**src/sv/tspn_pkg.sv**
```systemverilog
// Shared types, constants and bit functions of the 16-bit SPN cipher unit.
package tspn_pkg;

   // Table geometry
   localparam int TBL_WIDTH = 8;
   localparam int TBL_DEPTH = 256;

   // Item commands
   localparam logic [1:0] CMD_LOAD = 2'd0;
   localparam logic [1:0] CMD_ENC  = 2'd1;
   localparam logic [1:0] CMD_DEC  = 2'd2;

   // CSR indexes
   localparam logic CSR_KEY  = 1'b0;
   localparam logic CSR_PERM = 1'b1;

   // CSR reset values
   localparam logic [15:0] KEY_RESET  = 16'h0000;
   localparam logic [23:0] PERM_RESET = 24'hFAC688;

   // Key schedule round constants
   localparam logic [7:0] KS_RCON1 = 8'h80;
   localparam logic [7:0] KS_RCON2 = 8'h30;

   // Cipher rounds
   localparam int NUM_ROUNDS = 3;

   typedef struct packed {
      logic [1:0]  command;
      logic [7:0]  table_index;
      logic [7:0]  table_value;
      logic [15:0] block_in;
   } req_type;

   typedef struct packed {
      logic [15:0] block_out;
      logic        status;
   } rsp_type;

   // Controller to datapath commands
   typedef struct packed {
      logic clr_step;
      logic load_we;
      logic start;
      logic ks_a;
      logic ks_b;
      logic ks_c;
      logic rd_cap;
      logic rsp_load;
   } dp_cmd_type;

   // Datapath to controller status
   typedef struct packed {
      logic clr_last;
      logic perm_ok;
      logic rnd_last;
      logic out_free;
   } dp_sts_type;

   function automatic logic [7:0] nib_swap(input logic [7:0] b);
      nib_swap = {b[3:0], b[7:4]};
   endfunction

   // True when the eight 3-bit fields name every position once
   function automatic logic perm_is_ok(input logic [23:0] p);
      logic [7:0] seen;
      seen = '0;
      for (int i = 0; i < 8; i++) begin
         seen = seen | (8'b1 << p[3*i +: 3]);
      end
      perm_is_ok = (seen == 8'hFF);
   endfunction

   // Output position i (bit 7-i) takes source position f_i (bit 7-f_i)
   function automatic logic [7:0] perm_fwd(input logic [7:0] x, input logic [23:0] p);
      logic [7:0] r;
      r = '0;
      for (int i = 0; i < 8; i++) begin
         r[7-i] = x[3'd7 - p[3*i +: 3]];
      end
      perm_fwd = r;
   endfunction

   function automatic logic [7:0] perm_inv(input logic [7:0] y, input logic [23:0] p);
      logic [7:0] r;
      r = '0;
      for (int i = 0; i < 8; i++) begin
         r[3'd7 - p[3*i +: 3]] = r[3'd7 - p[3*i +: 3]] | y[7-i];
      end
      perm_inv = r;
   endfunction

endpackage

```
**src/sv/tspn_ctrl.sv**
```systemverilog
// Controller: sequences table clearing, loads, key schedule and rounds.
module tspn_ctrl
   import tspn_pkg::*;
   (
      input  logic       clock,
      input  logic       reset,
      input  logic       req_valid,
      output logic       req_ready,
      input  logic [1:0] req_command,
      input  dp_sts_type sts,
      output dp_cmd_type cmd
   );

   typedef enum logic [7:0] {
      ST_CLEAR  = 8'b0000_0001,
      ST_IDLE   = 8'b0000_0010,
      ST_KEY_A  = 8'b0000_0100,
      ST_KEY_B  = 8'b0000_1000,
      ST_KEY_C  = 8'b0001_0000,
      ST_CAP    = 8'b0010_0000,
      ST_ISSUE  = 8'b0100_0000,
      ST_RESULT = 8'b1000_0000
   } ctl_state_type;

   ctl_state_type state_ff, state_in;

   assign req_ready = (state_ff == ST_IDLE);

   // Next state and commands
   always_comb begin
      state_in = state_ff;
      cmd      = '0;
      case (state_ff)
         ST_CLEAR: begin
            cmd.clr_step = 1'b1;
            if (sts.clr_last) begin
               state_in = ST_IDLE;
            end
         end
         ST_IDLE: begin
            if (req_valid) begin
               if (req_command == CMD_LOAD) begin
                  cmd.load_we = 1'b1;
               end else if (req_command inside {CMD_ENC, CMD_DEC}) begin
                  cmd.start = 1'b1;
                  state_in  = sts.perm_ok ? ST_KEY_A : ST_RESULT;
               end
            end
         end
         ST_KEY_A: begin
            cmd.ks_a = 1'b1;
            state_in = ST_KEY_B;
         end
         ST_KEY_B: begin
            cmd.ks_b = 1'b1;
            state_in = ST_KEY_C;
         end
         ST_KEY_C: begin
            // also presents the first round's table reads
            cmd.ks_c = 1'b1;
            state_in = ST_CAP;
         end
         ST_CAP: begin
            cmd.rd_cap = 1'b1;
            state_in   = sts.rnd_last ? ST_RESULT : ST_ISSUE;
         end
         ST_ISSUE: begin
            state_in = ST_CAP;
         end
         ST_RESULT: begin
            if (sts.out_free) begin
               cmd.rsp_load = 1'b1;
               state_in     = ST_IDLE;
            end
         end
         default: begin
            state_in = ST_IDLE;
         end
      endcase
   end

   always_ff @(posedge clock) begin
      if (reset) begin
         state_ff <= ST_CLEAR;
      end else begin
         state_ff <= state_in;
      end
   end

endmodule

```
**config.mk**
```make
export PLATFORM = sky130hd
export DESIGN_NAME = tspn_ctrl
export DESIGN_NICKNAME = d
export VERILOG_FILES = /design/src/sv/tspn_pkg.sv /design/src/sv/tspn_ctrl.sv
export SDC_FILE = /design/constraint.sdc
export NUM_CORES = 1
export LEC_CHECK = 0
export ABC_AREA = 0
export ABC_CLOCK_PERIOD_IN_PS = 1900
export BUFFER_PORTS_ARGS = -buffer_cell sky130_fd_sc_hd__buf_2
export CORE_UTILIZATION = 40
export DETAILED_ROUTE_END_ITERATION = 8
export GPL_TIMING_DRIVEN = 0
export PLACE_DENSITY = 0.62
export REMOVE_ABC_BUFFERS = 1
export SYNTH_ARGS = -nofsm -noshare
export SYNTH_HDL_FRONTEND = slang
export SYNTH_SLANG_ARGS = --single-unit
```
**constraint.sdc**
```tcl
create_clock -name clock -period 1.9 [get_ports clock]
set_input_delay 0.38 -clock clock [delete_from_list [all_inputs] [get_ports clock]]
set_output_delay 0.38 -clock clock [all_outputs]
set_load 0.03 [all_outputs]
```
# [After elaboration in Yosys (flattened, before gate mapping)]
# Cells that the tools add are included.
# W data, S select, Z words.
[word_totals] register_bits=8 input_bits=9 out_inout_bits=9 wordCells=40
[classes] n_eq_ne=15 n_mux=20 n_reduce_logical=4
[op_table] op="$mux W8" n=7
[op_table] op="$pmux W8 S7" n=1
[op_table] op="$mux W1" n=10
[op_table] op="$eq A8 B1 Y1 const B" n=1
[op_table] op="$eq A8 B2 Y1 const B" n=1
[op_table] op="$eq A8 B3 Y1 const B" n=1
[op_table] op="$eq A8 B4 Y1 const B" n=1
[op_table] op="$eq A8 B5 Y1 const B" n=1
[op_table] op="$eq A8 B6 Y1 const B" n=1
[op_table] op="$eq A8 B7 Y1 const B" n=1
[op_table] op="$eq A8 B8 Y1 const B" n=1
[op_table] op="$ne A2 B2 Y1 const B" n=4
[op_table] op="$reduce_and A5 Y1" n=1
[op_table] op="$mux W2" n=2
[op_table] op="$eq A2 B1 Y1 const B" n=1
[op_table] op="$eq A2 B2 Y1 const B" n=1
[op_table] op="$logic_not A2 Y1" n=1
[op_table] op="$ne A2 B1 Y1 const B" n=1
[op_table] op="$reduce_bool A2 Y1" n=1
[op_table] op="$reduce_or A2 Y1" n=1

# [Logic depth before layout (Yosys ltp)]
[depth] word_depth=6 depth_mapped=6 depth_no_buf=6

# [Worst setup path before layout]
# Ideal clock, no wire load.
[synth_timing] path_type="register to output" startpoint="reg state_ff[5]" endpoint="out cmd[5] (netlist name)" arrival_time_ps=2005 required_ps=1520 path_slack_ps=-485 path_stages_with_launch=5 path_buffers=1 path_cell_list="dfxtp_1 -> buf_6 -> or4b_2 -> nor2_1 -> and3_1"
[synth_lines] item="from (decl)" line_no="tspn_ctrl.sv:25" rtl="ctl_state_type state_ff, state_in;"
[synth_lines] item="from (signal assigned)" line_no="tspn_ctrl.sv:86" rtl="state_ff <= state_in;"
[synth_lines] item="to (decl)" line_no="tspn_ctrl.sv:11" rtl="output dp_cmd_type cmd"

==> out/metrics.yaml <==
route:
  ant_nets: 0
  dr_wl_met3_um: 45
  first_iter_violations: 17
  wl_um: 1440
  drc: 0
  dr_wl_met2_um: 715
  highest_layer: "met4"
  avgViaCountPerCell: 5.58
  vias: 603
  m1WireLength_um: 647
  first_pass_iters: 4
  avgRoutedWirePerCell_um: 13.3
synthesis:
  syn_area_um2: 561
  postSynthCellCount: 71
  ys.flop_type: "dfxtp_1"
  post_synth.cell_area_avg_um2: 7.89
  synth.most_common_cell: "dfxtp_1"
  ys_types: 32
  synthTopCellsByArea: "dfxtp_1, nor4_1, nor3_1, o41ai_4, nor2_1"
  synth_warnings: 0
  synth_top_area_share: 0.286
  synth_edf_count: 0
  ys_top_cells_by_count: "dfxtp_1, nor2_1, nor3_1"
  ys_ff_latch: 8
  seq_area_frac_synth: 0.286
  async_flop_share: 0
  yosys.area.top_type: "dfxtp_1"
grt:
  antenna_found_initial: 0
  grt_pass1_wl_um: 2300
  grt_max_degree: 11
  track_usage: 0.224
  first_global_vias: 516
  overflow: 0
floorplanning:
  die_height_um: 39.4
  initial_core_util: 0.431
  dieArea_mm2: 0.00156
  rows: 13
  core_mm2: 0.00130
  die_w_um: 39.4
  ios: 18
cells_and_area:
  fill_cells: 107
  fin_area_um2: 835
  largest_register_ff_count: 8
  regArea_um2: 176
  largest-register: "state_ff"
  largestRegisters: "state_ff: 8 flops"
  nets: 105
  diodes: 0
  drive_gt1_frac: 0.505
  area_growth_pct: 48.9
  multi_input_area_um2: 425
critical_path:
  cp.depth: 4
  reg2reg_depth: 5
  end_kind: "primary output"
  worstSetupPathType: "reg -> out"
  cp_max_fo: 6
  critPathArrivalTime_ns: 1.66
  cp-startpoint: "state_ff[2]"
  r2r_start: "state_ff[6]"
  critPathMaxStageDelay_ns: 0.59
  cp.required_ns: 1.52
  cp-start-kind: "flop"
  crit_buf_inv: 1
  cp_top_family: "simple AND/OR/NAND/NOR gates"
  slowest_stage: "or4_4"
  cp_cell_sequence: "or4_4 -> nor2_4 -> and3_1 -> buf_6"
hold_path:
  hold_path.class: "in -> reg"
  hold_path_depth: 2
  min_from: "sts[1]"
clock_network:
  cts_tree: "yes"
  h-tree-depth: 1
  worstSkewPairLatency_ns: 0.26
  cts-buffers-inserted: 3
  clockBufferDepth: 2
  root_buffer: "clkbuf_4"
  clkSinkCount: 8
  cts_hold_buf: 0
  clk_pin_slew_worst_paths_ns: 0.06
status:
  status: "finished, violations left"
  violations: "negative setup slack"
sta:
  rsz0062_at_grt: "true"
  hold_violations: 0
  period_minus_slack_ns: 2.04
  setup_viol: 7
  worst_hold_slack_ns: 0.288
  relSlewSlack: 0.760
  finalSetupTns_ns: -0.665
  max_slew.worst_pin.slew_ns: 0.352
  finalClockSkew_ns: 0.00531
  max_freq_mhz: 490
  fin_crit_sh: 1.07
  fin_ws_ns: -0.139
  maxSlewViolCount: 0
placed_design:
  hpwl_um: 938
  placed_cell_area_um2: 636
  place_congestion: 0.806
  io_buffer_count: 17
pwr:
  p_leak_nw: 0.342
  ir_drop_v: 0.000311
  power.density_mw_per_mm2: 538
  power_mw: 0.449
job:
  maxCapViolCount: 0
-- where the power goes --
group	switching [mW]	leakage, nW	internal [mW]	total (mW)
clock	0.0652	0.0138	0.0728	0.138
combinational	0.0689	0.260	0.0619	0.131
sequential	0.0106	0.0686	0.170	0.180
total	0.145	0.342	0.305	0.449
-- timing repair --
item | 4_1_cts | 5_1_grt
setup buffers | 7 | 0
cloned | 0 | 0
resized for setup | 30 | 6
pin swaps | 5 | 2
endpoints found under the setup margin | 8 | 10
-- final timing paths --
path	end	slack, ns
max	cmd[5]	-0.14
min	state_ff[6]	0.29
max reg2reg	state_ff[2]	0.09
min reg2reg	state_ff[4]	0.54
-- worst reg2reg max path: cells and delay by family, from the launching register on --
kind	cells	cell delay, ns
AOI/OAI and AO/OA	1	0.34
buffers and inverters	1	0.18
DFF	1	0.35
and+or+nand+nor	3	0.85
-- area by class of cell --
cell class | instances | area share
Tap cell | 15 | 0.0225
Clock buffer | 3 | 0.0270
Timing Repair Buffer | 24 | 0.207
Multi-Input combinational cell | 53 | 0.510
Inverter | 5 | 0.0225
Sequential cell | 8 | 0.211
-- stage by stage --
stage,worst slack [ns],cells,util
floorplan,-0.443,66,-
global placement,-0.151,98,0.488
detailed placement,-0.165,98,0.488
CTS,-0.125,108,0.617
global route,-0.178,108,0.641
finish,-0.139,108,0.641
-- cell families (layout without fill, tap and decap cells) --
| kind of cell | Yosys count | in the layout | share of synthesized area |
|---|---|---|---|
| buffers and inverters | 10 | 32 | 0.0848 |
| XOR/XNOR | 2 | 2 | 0.0313 |
| adder cells (fa/ha/maj) | 1 | 1 | 0.0223 |
| AND/OR/NAND/NOR | 39 | 39 | 0.413 |
| AO/OA/AOI/OAI | 11 | 11 | 0.163 |
| flip-flops | 8 | 8 | 0.286 |
-- layer usage --
metal	GRT usage	vias up
met5	0	-
met4	0.0776	0
met3	0.0511	5
met2	0.357	12
met1	0.291	283
li1	-	303
-- layout by cell type (no fill, tap or decap), drive strengths merged --
cell,count
and2,1
nand2,3
o21ai,3
nand3b,2
xor2,1
nor3,6
nor2,7
o41ai,1
a21oi,2
nand2b,3
dfxtp,8
and3,3
ha,1
nor4b,1
or4,2
buf,24
a211oi,1
inv,5
o211ai,1
or2,2
or3b,1
a31oi,1
or4b,1
nor4,5
clkbuf,3
xnor2,1
a2111oi,1
nor3b,2
o22a,1
(Power assumes the default switching activity.)
